File: src/swod_pkg.sv
`timescale 1ns / 1ps
// Shared types and fixed constants of the sliding window outlier detector.
// No dependencies; used by swod_stats and sliding_window_outlier_detector_core.
package swod_pkg;

  localparam int unsigned SAMPLE_W = 16;  // Q8.8 sample
  localparam int unsigned IDX_W    = 16;  // window position, wraps
  localparam int unsigned TH_W     = 8;   // threshold, unsigned Q4.4
  localparam int unsigned THSQ_W   = 2 * TH_W;
  localparam int unsigned LHS_SHIFT = 8;  // Q4.4 squared scale on the left-hand side

  localparam logic [TH_W-1:0] TH_RESET = 8'd32;  // 2.0

  // control from the sequencer to the statistics unit
  typedef struct packed {
    logic clr;     // start of a new window
    logic sum_en;  // add head sample to the window sum
    logic dev_en;  // head sample enters the deviation pipeline
  } swod_ctrl_t;

endpackage

File: src/sliding_window_outlier_detector_core.sv
`timescale 1ns / 1ps
// Sliding window z-score outlier detector, top level: cell chain, sequencer, threshold test.
// Depends on swod_pkg, swod_cell, swod_stats.
//
//  channel  | dir | payload
//  ---------+-----+------------------------------------------------------
//  s_axis   | in  | tdata: sample[15:0]; tuser: series_start
//  m_axis   | out | tdata: window_start[15:0]; tuser: anomaly
//  cfg      | in  | cfg_data_i: deviation_threshold (Q4.4), always ready
//
// A sample that only fills the window leaves the sequencer idle. A sample that completes a
// window starts a run: the chain rotates once for the sum and once through the
// deviation/square pipeline, then the split threshold product is formed in LIM0 and LIM1
// and the compare is made in DONE. The input is ready only when the sequencer is idle;
// a result waits in the output register, and the sequencer holds in its last step while
// that is full. Reset empties the window, zeroes the position and sets the threshold to 2.0.
module sliding_window_outlier_detector_core #(
  parameter int unsigned WINDOW = 3
) (
  input  logic        clk_i,
  input  logic        rst_ni,
  input  logic        s_axis_tvalid,
  output logic        s_axis_tready,
  input  logic [15:0] s_axis_tdata,   // [15:0] sample
  input  logic [0:0]  s_axis_tuser,   // [0] series_start
  output logic        m_axis_tvalid,
  input  logic        m_axis_tready,
  output logic [15:0] m_axis_tdata,   // [15:0] window_start
  output logic [0:0]  m_axis_tuser,   // [0] anomaly
  input  logic        cfg_valid_i,
  output logic        cfg_ready_o,
  input  logic [7:0]  cfg_data_i
);
  import swod_pkg::*;

  localparam int unsigned CW     = $clog2(WINDOW);
  localparam int unsigned NW     = $clog2(WINDOW + 1);
  localparam int unsigned DW     = 18 + CW;
  localparam int unsigned SQW    = 2 * DW - 2;
  localparam int unsigned SPW    = SQW + CW;
  localparam int unsigned LO_W   = (SPW + 1) / 2;
  localparam int unsigned HI_W   = SPW - LO_W;
  localparam int unsigned LW     = SPW + THSQ_W;
  localparam int unsigned LHW    = SQW + NW + LHS_SHIFT;
  localparam int unsigned FILL_W = (CW > 0) ? CW : 1;
  localparam int unsigned CNT_W  = $clog2(WINDOW + 2);
  localparam logic [FILL_W-1:0] FILL_MAX = FILL_W'(WINDOW - 1);
  localparam logic [CNT_W-1:0]  CNT_N    = CNT_W'(WINDOW);
  localparam logic [CNT_W-1:0]  CNT_DEV  = CNT_W'(WINDOW + 1);
  localparam logic [NW-1:0]     N_U      = NW'(WINDOW);

  localparam logic [2:0] ST_IDLE = 3'd0;
  localparam logic [2:0] ST_SUM  = 3'd1;
  localparam logic [2:0] ST_DEV  = 3'd2;
  localparam logic [2:0] ST_LIM0 = 3'd3;
  localparam logic [2:0] ST_LIM1 = 3'd4;
  localparam logic [2:0] ST_DONE = 3'd5;

  logic [2:0]          state_q, state_d;
  logic [CNT_W-1:0]    cnt_q, cnt_d;
  logic [FILL_W-1:0]   fill_q, eff_fill;
  logic [IDX_W-1:0]    idx_q;
  logic [THSQ_W-1:0]   thsq_q;
  logic                in_acc, win_full, rotate, res_load, out_free;
  swod_ctrl_t          ctrl;
  logic [15:0]         cell_q [WINDOW];
  logic [15:0]         cell_d [WINDOW];
  logic [SPW-1:0]      spread;
  logic [SQW-1:0]      max_sq;
  logic [SQW+NW-1:0]   lprod;
  logic [LHW-1:0]      lhs_q;
  logic [THSQ_W+LO_W-1:0] plo_q;
  logic [THSQ_W+HI_W-1:0] phi;
  logic [LW-1:0]       limit_q, limit_d;
  logic                mvalid_q;

  // ---------------------------------------------------------------- cell chain
  // cell 0 is the oldest sample; the chain shifts toward it on load and on rotate
  for (genvar i = 0; i < WINDOW; i++) begin : g_cell
    if (i == WINDOW - 1) begin : g_tail
      assign cell_d[i] = in_acc ? s_axis_tdata : cell_q[0];
    end else begin : g_body
      assign cell_d[i] = cell_q[i+1];
    end
    swod_cell u_cell (
      .clk_i (clk_i),
      .en_i  (in_acc | rotate),
      .d_i   (cell_d[i]),
      .q_o   (cell_q[i])
    );
  end

  swod_stats #(
    .WINDOW (WINDOW)
  ) u_stats (
    .clk_i    (clk_i),
    .rst_ni   (rst_ni),
    .ctrl_i   (ctrl),
    .head_i   (cell_q[0]),
    .spread_o (spread),
    .max_sq_o (max_sq)
  );

  // ---------------------------------------------------------------- sequencer
  assign s_axis_tready = (state_q == ST_IDLE);
  assign in_acc        = s_axis_tvalid & s_axis_tready;
  assign eff_fill      = s_axis_tuser[0] ? '0 : fill_q;
  assign win_full      = (eff_fill == FILL_MAX);
  assign out_free      = !mvalid_q || m_axis_tready;
  assign res_load      = (state_q == ST_DONE) && out_free;

  assign ctrl.clr    = in_acc & win_full;
  assign ctrl.sum_en = (state_q == ST_SUM);
  assign ctrl.dev_en = (state_q == ST_DEV) && (cnt_q < CNT_N);
  assign rotate      = ctrl.sum_en | ctrl.dev_en;

  always_comb begin
    state_d = state_q;
    cnt_d   = cnt_q;
    unique case (state_q)
      ST_IDLE: begin
        cnt_d = '0;
        if (in_acc && win_full) begin
          state_d = ST_SUM;
        end
      end
      ST_SUM: begin
        cnt_d = cnt_q + 1'b1;
        if (cnt_q == CNT_N - 1'b1) begin
          cnt_d   = '0;
          state_d = ST_DEV;
        end
      end
      ST_DEV: begin
        cnt_d = cnt_q + 1'b1;
        if (cnt_q == CNT_DEV) begin
          cnt_d   = '0;
          state_d = ST_LIM0;
        end
      end
      ST_LIM0: state_d = ST_LIM1;
      ST_LIM1: state_d = ST_DONE;
      ST_DONE: begin
        if (out_free) begin
          state_d = ST_IDLE;
        end
      end
      default: begin
        state_d = ST_IDLE;
        cnt_d   = '0;
      end
    endcase
  end

  always_ff @(posedge clk_i or negedge rst_ni) begin
    if (!rst_ni) begin
      state_q <= ST_IDLE;
      cnt_q   <= '0;
      fill_q  <= '0;
      idx_q   <= '0;
      thsq_q  <= THSQ_W'(TH_RESET) * THSQ_W'(TH_RESET);
    end else begin
      state_q <= state_d;
      cnt_q   <= cnt_d;
      if (in_acc) begin
        fill_q <= win_full ? eff_fill : eff_fill + 1'b1;
        if (s_axis_tuser[0]) begin
          idx_q <= '0;
        end
      end
      if (res_load) begin
        idx_q <= idx_q + 1'b1;
      end
      if (cfg_valid_i) begin
        thsq_q <= THSQ_W'(cfg_data_i) * THSQ_W'(cfg_data_i);
      end
    end
  end

  assign cfg_ready_o = 1'b1;

  // ---------------------------------------------------------------- threshold test
  // th^2 * spread is split into a low partial product registered in LIM0 and a high one added in LIM1
  assign lprod   = max_sq * N_U;
  assign phi     = thsq_q * spread[SPW-1:LO_W];
  assign limit_d = {phi, {LO_W{1'b0}}} + {{HI_W{1'b0}}, plo_q};

  always_ff @(posedge clk_i) begin
    if (state_q == ST_LIM0) begin
      plo_q <= thsq_q * spread[LO_W-1:0];
      lhs_q <= {lprod, {LHS_SHIFT{1'b0}}};
    end
    if (state_q == ST_LIM1) begin
      limit_q <= limit_d;
    end
  end

  // ---------------------------------------------------------------- output register
  always_ff @(posedge clk_i or negedge rst_ni) begin
    if (!rst_ni) begin
      mvalid_q <= 1'b0;
    end else if (res_load) begin
      mvalid_q <= 1'b1;
    end else if (m_axis_tready) begin
      mvalid_q <= 1'b0;
    end
  end

  always_ff @(posedge clk_i) begin
    if (res_load) begin
      m_axis_tuser[0] <= ({{(LW-LHW){1'b0}}, lhs_q} > limit_q);
      m_axis_tdata    <= idx_q;
    end
  end

  assign m_axis_tvalid = mvalid_q;

  // ---------------------------------------------------------------- assertions
  a_fill_range: assert property (@(posedge clk_i) disable iff (!rst_ni)
    fill_q <= FILL_MAX)
    else $error("fill count beyond window depth");

  a_cnt_range: assert property (@(posedge clk_i) disable iff (!rst_ni)
    cnt_q <= CNT_DEV)
    else $error("sequence counter out of range");

  a_full_starts: assert property (@(posedge clk_i) disable iff (!rst_ni)
    (in_acc && win_full) |=> (state_q == ST_SUM))
    else $error("completed window did not start processing");

  a_idx_step: assert property (@(posedge clk_i) disable iff (!rst_ni)
    res_load |=> (idx_q == IDX_W'($past(idx_q) + 1'b1)))
    else $error("window position did not advance with a result");

  a_no_input_busy: assert property (@(posedge clk_i) disable iff (!rst_ni)
    (state_q == ST_DEV) |-> !in_acc)
    else $error("transaction accepted during deviation pass");

endmodule

File: src/swod_cell.sv
`timescale 1ns / 1ps
// One sample cell of the window chain: holds a sample, takes its neighbor's value when enabled.
// No dependencies.
module swod_cell (
  input  logic        clk_i,
  input  logic        en_i,
  input  logic [15:0] d_i,
  output logic [15:0] q_o
);

  logic [15:0] sample_q;

  always_ff @(posedge clk_i) begin
    if (en_i) begin
      sample_q <= d_i;
    end
  end

  assign q_o = sample_q;

endmodule

File: src/swod_stats.sv
`timescale 1ns / 1ps
// Window statistics: sum, deviation N*v-S, its square, spread and largest square.
// Depends on swod_pkg.
module swod_stats #(
  parameter int unsigned WINDOW = 3
) (
  input  logic                                    clk_i,
  input  logic                                    rst_ni,
  input  swod_pkg::swod_ctrl_t                    ctrl_i,
  input  logic [15:0]                             head_i,
  output logic [2*(18+$clog2(WINDOW))-2+$clog2(WINDOW)-1:0] spread_o,
  output logic [2*(18+$clog2(WINDOW))-3:0]        max_sq_o
);
  import swod_pkg::*;

  localparam int unsigned CW    = $clog2(WINDOW);
  localparam int unsigned SUM_W = SAMPLE_W + CW;
  localparam int unsigned DW    = 18 + CW;
  localparam int unsigned SQW   = 2 * DW - 2;
  localparam int unsigned SPW   = SQW + CW;
  localparam logic signed [DW-1:0] N_S = DW'(WINDOW);

  logic signed [SUM_W-1:0]  sum_q;
  logic signed [DW-1:0]     head_x, sum_x, dev_d, dev_q;
  logic signed [2*DW-1:0]   sq_full;
  logic [SQW-1:0]           sq_q, max_q;
  logic [SPW-1:0]           spread_q;
  logic                     dv1_q, dv2_q;

  assign head_x  = {{(DW-SAMPLE_W){head_i[SAMPLE_W-1]}}, head_i};
  assign sum_x   = {{(DW-SUM_W){sum_q[SUM_W-1]}}, sum_q};
  assign dev_d   = head_x * N_S - sum_x;
  assign sq_full = dev_q * dev_q;

  always_ff @(posedge clk_i or negedge rst_ni) begin
    if (!rst_ni) begin
      dv1_q <= 1'b0;
      dv2_q <= 1'b0;
    end else begin
      dv1_q <= ctrl_i.dev_en;
      dv2_q <= dv1_q;
    end
  end

  always_ff @(posedge clk_i) begin
    if (ctrl_i.clr) begin
      sum_q <= '0;
    end else if (ctrl_i.sum_en) begin
      sum_q <= sum_q + {{CW{head_i[SAMPLE_W-1]}}, head_i};
    end
    dev_q <= dev_d;
    // |N*v-S| < 2^(DW-1), so the square fits SQW bits
    sq_q  <= sq_full[SQW-1:0];
    if (ctrl_i.clr) begin
      spread_q <= '0;
      max_q    <= '0;
    end else if (dv2_q) begin
      spread_q <= spread_q + {{CW{1'b0}}, sq_q};
      if (sq_q > max_q) begin
        max_q <= sq_q;
      end
    end
  end

  assign spread_o = spread_q;
  assign max_sq_o = max_q;

endmodule

File: config.mk
export PLATFORM = sky130hd
export DESIGN_NAME = sliding_window_outlier_detector_core
export DESIGN_NICKNAME = d
export VERILOG_FILES = /design/src/swod_pkg.sv /design/src/sliding_window_outlier_detector_core.sv /design/src/swod_cell.sv /design/src/swod_stats.sv
export SDC_FILE = /design/constraint.sdc
export NUM_CORES = 2
export LEC_CHECK = 0
export ABC_AREA = 0
export BUFFER_PORTS_ARGS = -buffer_cell sky130_fd_sc_hd__buf_2
export CAP_MARGIN = 20
export CORE_MARGIN = 5
export CORE_UTILIZATION = 60
export DETAILED_ROUTE_END_ITERATION = 6
export GPL_ROUTABILITY_DRIVEN = 0
export PLACE_DENSITY = 0.83
export SYNTH_ARGS = -nofsm -noshare
export SYNTH_HDL_FRONTEND = slang
export SYNTH_SLANG_ARGS = --single-unit
File: constraint.sdc
create_clock -name clk_i -period 6.9 [get_ports clk_i]
set_input_delay 0.345 -clock clk_i [delete_from_list [all_inputs] [get_ports clk_i]]
set_output_delay 0.345 -clock clk_i [all_outputs]
set_load 0.1 [all_outputs]
# Yosys cells after proc, flatten, opt, wreduce, memory -nomap -nowiden
# Cells that the tools add are included.
dict set report op_classes {
  add_sub_neg 7
  multipliers 6
  magnitude_cmp 3
  eq_ne 12
  mux 16
  n_bitwise 4
  reduce_logical 13
}
# operator n
set ops {}
lappend ops {{$mul A16 B20 Y36} 2}
lappend ops {{$mux W16} 4}
lappend ops {{$add A56 B36 Y56} 1}
lappend ops {{$gt A48 B56 Y1} 1}
lappend ops {{$add A40 B38 Y40} 1}
lappend ops {{$mul A38 B2 Y40 const B} 1}
lappend ops {{$gt A38 B38 Y1} 1}
lappend ops {{$mul A20 B20 Y38} 1}
lappend ops {{$sub A19 B18 Y20} 1}
lappend ops {{$mul A16 B3 Y19 const B} 1}
lappend ops {{$add A18 B18 Y18} 1}
lappend ops {{$mux W3} 6}
lappend ops {{$pmux W3 S6} 1}
lappend ops {{$add A16 B1 Y16 const B} 1}
lappend ops {{$mul A8 B8 Y16} 1}
lappend ops {{$eq A3 B2 Y1 const B} 3}
lappend ops {{$eq A3 B3 Y1 const B} 3}
lappend ops {{$pmux W3 S3} 1}
lappend ops {{$ne A2 B1 Y1 const B} 3}
lappend ops {{$reduce_bool A2 Y1} 3}
lappend ops {{$mux W2} 2}
lappend ops {{$reduce_and A2 Y1} 2}
lappend ops {{$reduce_and A4 Y1} 1}
lappend ops {{$add A3 B1 Y3 const B} 1}
lappend ops {{13 further kinds} 18}
dict set report word_totals {
  ff_bits 394
  inputBits 30
  output_inout_bits 20
}

# Depth between registers and ports, before layout
dict set report depth {
  ltp_word 5
  depth_mapped 32
  ltp_nobuf 31
}

# By module
# A second synthesis with hierarchy kept.
dict set report unflattened {
  cells_unflattened 6009
  area_unflattened_um2 56733.2
}
# mod n_inst cells_each area_each_um2 seq_area_each_um2
set modules_own_cells {}
lappend modules_own_cells {sliding_window_outlier_detector_core 1 3455 32441.1 5476.5}
lappend modules_own_cells {swod_stats 1 2506 22850.7 3093.0}
lappend modules_own_cells {swod_cell 3 16 480.5 480.5}

# Worst setup path before layout
# OpenSTA, ideal clock, no wires.
dict set report synth_timing {
  path_kind {reg-to-reg}
  startpoint {reg thsq_q[10]}
  endpoint {reg limit_q[52] (data pin)}
  setup_ns 0.158
  t_arrival_ns 7.029
  required_ns 6.742
  slack_ns -0.286
  stages_incl_launch_ff 23
  period_less_slack_ns 7.186
  cell_sequence {dfstp_2 > clkbuf_1 > nand2_1 > fa_1 > inv_1 > fa_1 > fa_1 > fa_1 > fa_1 > inv_1 > fa_1 > inv_1 > ha_1 > a21o_1 > a21o_1 > a221oi_2 > mux2_1 > a41o_1 > a211oi_2 > and4bb_2 > nand4_4 > or4_1 > o211ai_1}
}
dict set report synth_via {
  elab_chain_cells 2
}
# element line_no
set synth_rtl {}
lappend synth_rtl {{start, declared} sliding_window_outlier_detector_core.sv:63} ;# logic [THSQ_W-1:0] thsq_q;
lappend synth_rtl {{start signal, assigned} sliding_window_outlier_detector_core.sv:161} ;# thsq_q <= THSQ_W'(TH_RESET) * THSQ_W'(TH_RESET);
lappend synth_rtl {{start signal, assigned} sliding_window_outlier_detector_core.sv:175} ;# thsq_q <= THSQ_W'(cfg_data_i) * THSQ_W'(cfg_data_i);
lappend synth_rtl {{$mul A16 B20 Y36} sliding_window_outlier_detector_core.sv:185} ;# assign phi = thsq_q * spread[SPW-1:LO_W];
lappend synth_rtl {{$add A56 B36 Y56} sliding_window_outlier_detector_core.sv:186} ;# assign limit_d = {phi, {LO_W{1'b0}}} + {{HI_W{1'b0}}, plo_q};
lappend synth_rtl {{via limit_d[52]} sliding_window_outlier_detector_core.sv:74} ;# logic [LW-1:0] limit_q, limit_d;
lappend synth_rtl {{end signal, assigned} sliding_window_outlier_detector_core.sv:194} ;# limit_q <= limit_d;
lappend synth_rtl {{end, declared} sliding_window_outlier_detector_core.sv:74}
# The timed path passes the listed nets, and every way through them passes these cells.
# A chain may end at the register's enable or synchronous reset.

# Final worst setup path
dict set report layout_timing {
  startpoint {reg thsq_q[4]}
  endpoint {reg limit_q[55] (data pin)}
}
# Same word-level chain as after synthesis.

==> impl_results.md <==
- Horiz. Die Dim: roughly 310 um
- Synth Cell Area: around 56000 um^2
- Fill cells: around 6200
- Crit-path leading delay family: adder cells
- Most used cell, CP: fa_1
- Worst hold endpoint: g_cell[2].u_cell.q_o[15]$_DFFE_PP_
- Adder-Cell Fraction of Synth Area: 45.1%
- Final Cycle Share: 104%
- Final WL: 139000 um
- Hold path depth: 3
- R2R cell count: 25
- Antenna violations before repair: 0
- Most common flop cell mapped by yosys: edfxtp_1
- RSZ-0062 raised after global routing: true
- Die ar.: ~99000 um^2
- DR WL/cell: around 18 um
- Placed insts: 7421
- Final worst slack: -0.263 ns
- Clock sink count: 390
- First-pass GRT wire length: ~230000 um
- DRC: 0
- Critical path's slowest cell: fa_2
- Largest net degree at the start of global routing: just over 70
- WP buf/inv: 6
- Die Span Y: 315 um
- TritonCTS clock tree: built
- Mean Syn Cell Area: roughly 9.4 um^2
- YS warnings: 0
- Crit path capture type: flip-flop
- Mapped Cells: ~6000
- Detailed placement HPWL: between 100000 and 150000 um
- Crit start category: flip-flop
- Area Growth Syn to Fin: 13.6%
- Final Hold Fails: 0
- Remaining global-route overflow: 0
- Initial Util: around three fifths
- Slew @ Worst Pin: between 1 and 1.5 ns
- Synth Area in Compound Gates: 8.20%
- IO Port Bufs: between 40 and 50
- Max-slew violations: 0
- Number of flops mapped to enable cells by yosys: ~200
- Synth Area in XOR/XNOR: around 4%
- Max-slew headroom: between 30% and 40%
- Clock root buffer: clkbuf_16
- Worst stage delay on the critical path: between 0.5 and 0.6 ns
- CTS Buf Count: 46
- Arrival time worst endpoint: roughly 7.5 ns
- Required @ worst endpoint: about 7.2 ns
- Critical path type: flip-flop to flip-flop
- Max cap viols: 0
- Worst Clk Skew: between 0.02 and 0.03 ns
- Vias/cell: 5.67
- R2R setup slack: -0.26 ns
- R2r startpoint: thsq_q[4]$_DFFE_PN0P_
- Register area share after synthesis: about 18%
- Worst hold path class: primary input to flip-flop
- Maximum clock frequency: about 140 MHz
- TritonRoute pass-1 iters: 7
- Post-synthesis sequential element count: between 300 and 400
- Main combinational cell family by area after synthesis: adder cells
- H-tree Lvls: 2
- Core ar.: between 90000 and 100000 um^2
- Tmin final: between 7 and 8 ns
- Vias in the first global route: 46600
- Crit. path cell count: 25
- Initial detailed-routing violation count: around 2900
- Crit Path Max Fanout: 5
- Setup TNS: -1.19 ns
- Worst-Skew Late Latency: ~0.6 ns
- Synth unique cells: between 80 and 90
- Reg clk slew, reported paths: 0.06 ns
- Clk buf depth: 3
- Post-synthesis mux area share: under 10%
- Layout cells sized above 1: a little over an eighth
- Num rows: roughly 110
- Synth Area in Simple Gates: roughly an eighth
- I/O pin count: 50
- Tot GR Track Use: 27.9%
- Hold path start: s_axis_tdata[15]
- Final non-filler cell total: about 7500
- Outcome: finished with violations
- Vias: between 40000 and 50000
- FF-to-FF End: limit_q[55]$_DFFE_PP_
- Antenna-violating nets left: 0
- Nets: around 7800
- Synth async-reset ratio: between 10% and 20%
- Setup Viol. Count Final: 7
- Failing checks: setup timing
[flip-flops by register name (all words and copies together), names as in the netlist]
signal / cells
u_stats.max_sq_o: 37
cnt_q: 3
m_axis_tvalid: 1
thsq_q: 15
u_stats.spread_o: 40
plo_q: 36
fill_q: 2
u_stats.dv2_q: 1
u_stats.dev_q: 20
limit_q: 56
u_stats.sq_q: 37
u_stats.dv1_q: 1
m_axis_tuser: 1
m_axis_tdata: 16
state_q: 3
u_stats.sum_q: 18
g_cell.u_cell.q_o: 48
lhs_q: 39
idx_q: 16
[worst max-delay path by stage]
stage,startpoint,endpoint
final,thsq_q[4]$_DFFE_PN0P_,limit_q[55]$_DFFE_PP_
after global routing,thsq_q[5]$_DFFE_PN0P_,limit_q[55]$_DFFE_PP_
after CTS,thsq_q[4]$_DFFE_PN0P_,limit_q[52]$_DFFE_PP_
after global placement,thsq_q[6]$_DFFE_PN0P_,limit_q[55]$_DFFE_PP_
after floorplan,thsq_q[6]$_DFFE_PN0P_,limit_q[55]$_DFFE_PP_
after detailed placement,thsq_q[6]$_DFFE_PN0P_,limit_q[55]$_DFFE_PP_
[cells in the final DEF (no fill, tap or decap), types with 16 or more instances in the layout]
cell type	n
a211oi_1	16
xor2_1	70
dfrtp_1	39
a21oi_1	193
fa_1	856
o21ai_0	113
a21oi_2	25
ha_4	27
clkbuf_16	47
inv_2	35
nand2b_1	44
and2_1	351
xnor2_1	173
nand4_1	33
a21o_1	133
o21a_1	27
buf_2	49
nor2b_1	37
mux2_2	21
nand3_1	54
o21bai_1	38
dfxtp_1	134
o21ai_1	17
buf_4	405
edfxtp_1	196
nor3_1	42
and2_4	22
buf_6	30
inv_1	1218
fa_2	24
nand2_1	617
mux2i_1	67
ha_1	570
nor2_1	216
and3_1	21
[kinds of logic (layout without fill, tap and decap cells)]
kind of cell	after synthesis	in the layout
flip-flops	390	390
AO/OA/AOI/OAI	705	705
AND/OR/NAND/NOR	1535	1535
buffers and inverters	1440	1848
other	2	8
XOR/XNOR	251	251
adder cells (fa/ha/maj)	1480	1480
multiplexers	89	89
[worst min-delay path: stages]
cell and delay, ns:
buf_2 0.08, nand2_1 0.04, o21ai_0 0.06
[Yosys cell counts, types with 5 or more instances]
library cell  number  area share (%)
mux2i_1           67             1.2
o21ai_0          133             1.2
a21boi_0           7           0.094
nand2_1          625             4.2
nand3_1           59            0.53
nor2_1           234             1.6
nor4_1            11            0.12
inv_1           1254             8.5
o311ai_0           5           0.079
o21a_1            27            0.36
and3_1            25            0.28
a211oi_1          18            0.24
o211ai_1          15            0.20
nand4_1           33            0.37
dfrtp_1           41             1.8
o21bai_1          38            0.51
nor3b_1            5           0.067
nor2b_1           38            0.43
edfxtp_1         196              11
clkbuf_1         174             1.2
a21o_1           133             1.8
xor2_1            70             1.1
mux2_2            21            0.42
dfxtp_1          152             5.5
a211o_1            8            0.13
or3_1             16            0.18
xnor2_1          177             2.8
a2111oi_0          5           0.079
o31ai_1           12            0.16
o22ai_1            8           0.090
ha_1             600              13
nand3b_1           6           0.081
buf_2              7           0.063
and2_1           372             4.2
a21oi_1          221             2.0
nand2b_1          44            0.49
a31o_2             6           0.094
nor3_1            44            0.40
a41o_1             5           0.090
fa_1             880              32
o41ai_1            8            0.13
[layout make-up]
cell class / instances / area, um^2 / area share (%)
Timing Repair Buffer: 506 / 4030 / 6.38
Clock inverter: 33 / 402 / 0.635
Tap cell: 1243 / 1560 / 2.46
Antenna cell: 2 / 5.00 / 0.00791
Sequential cell: 390 / 10000 / 15.9
Multi-Input combinational cell: 4066 / 41300 / 65.3
Clock buffer: 53 / 1210 / 1.91
Inverter: 1256 / 4720 / 7.47
[metal layers]
metal / up-vias / GRT usage, % / share of wire [%]
met5: - / 0 / 0
met4: 0 / 11.5 / 4.9
met3: 488 / 3.46 / 6.2
met2: 1615 / 49.8 / 51
met1: 21500 / 34.4 / 38
li1: 19200 / - / -
[per-stage QoR]
stage	utilization (%)	hold WS (ns)	cell area [um^2]	setup WS, ns
2_1_floorplan	-	0.0494	55800	0.000993
3_3_place_gp	65.5	0.333	60100	-0.226
3_5_place_dp	65.5	0.336	60100	-0.494
4_1_cts	67.9	0.00268	62300	-0.130
5_1_grt	68.9	0.0358	63200	-0.398
6_report	68.9	0.0281	63200	-0.263
[repair_timing]
item / CTS / global route
cloned: 2 / 0
resized for setup: 109 / 205
hold buffers: 2 / 0
pin swaps: 103 / 151
setup endpoints to repair: 30 / 41
buffers inserted: 17 / 20
hold endpoints to repair: 42 / 0
Power is not shown: default switching activity piles up to over one toggle a cycle in this logic, so the estimate is an artifact.
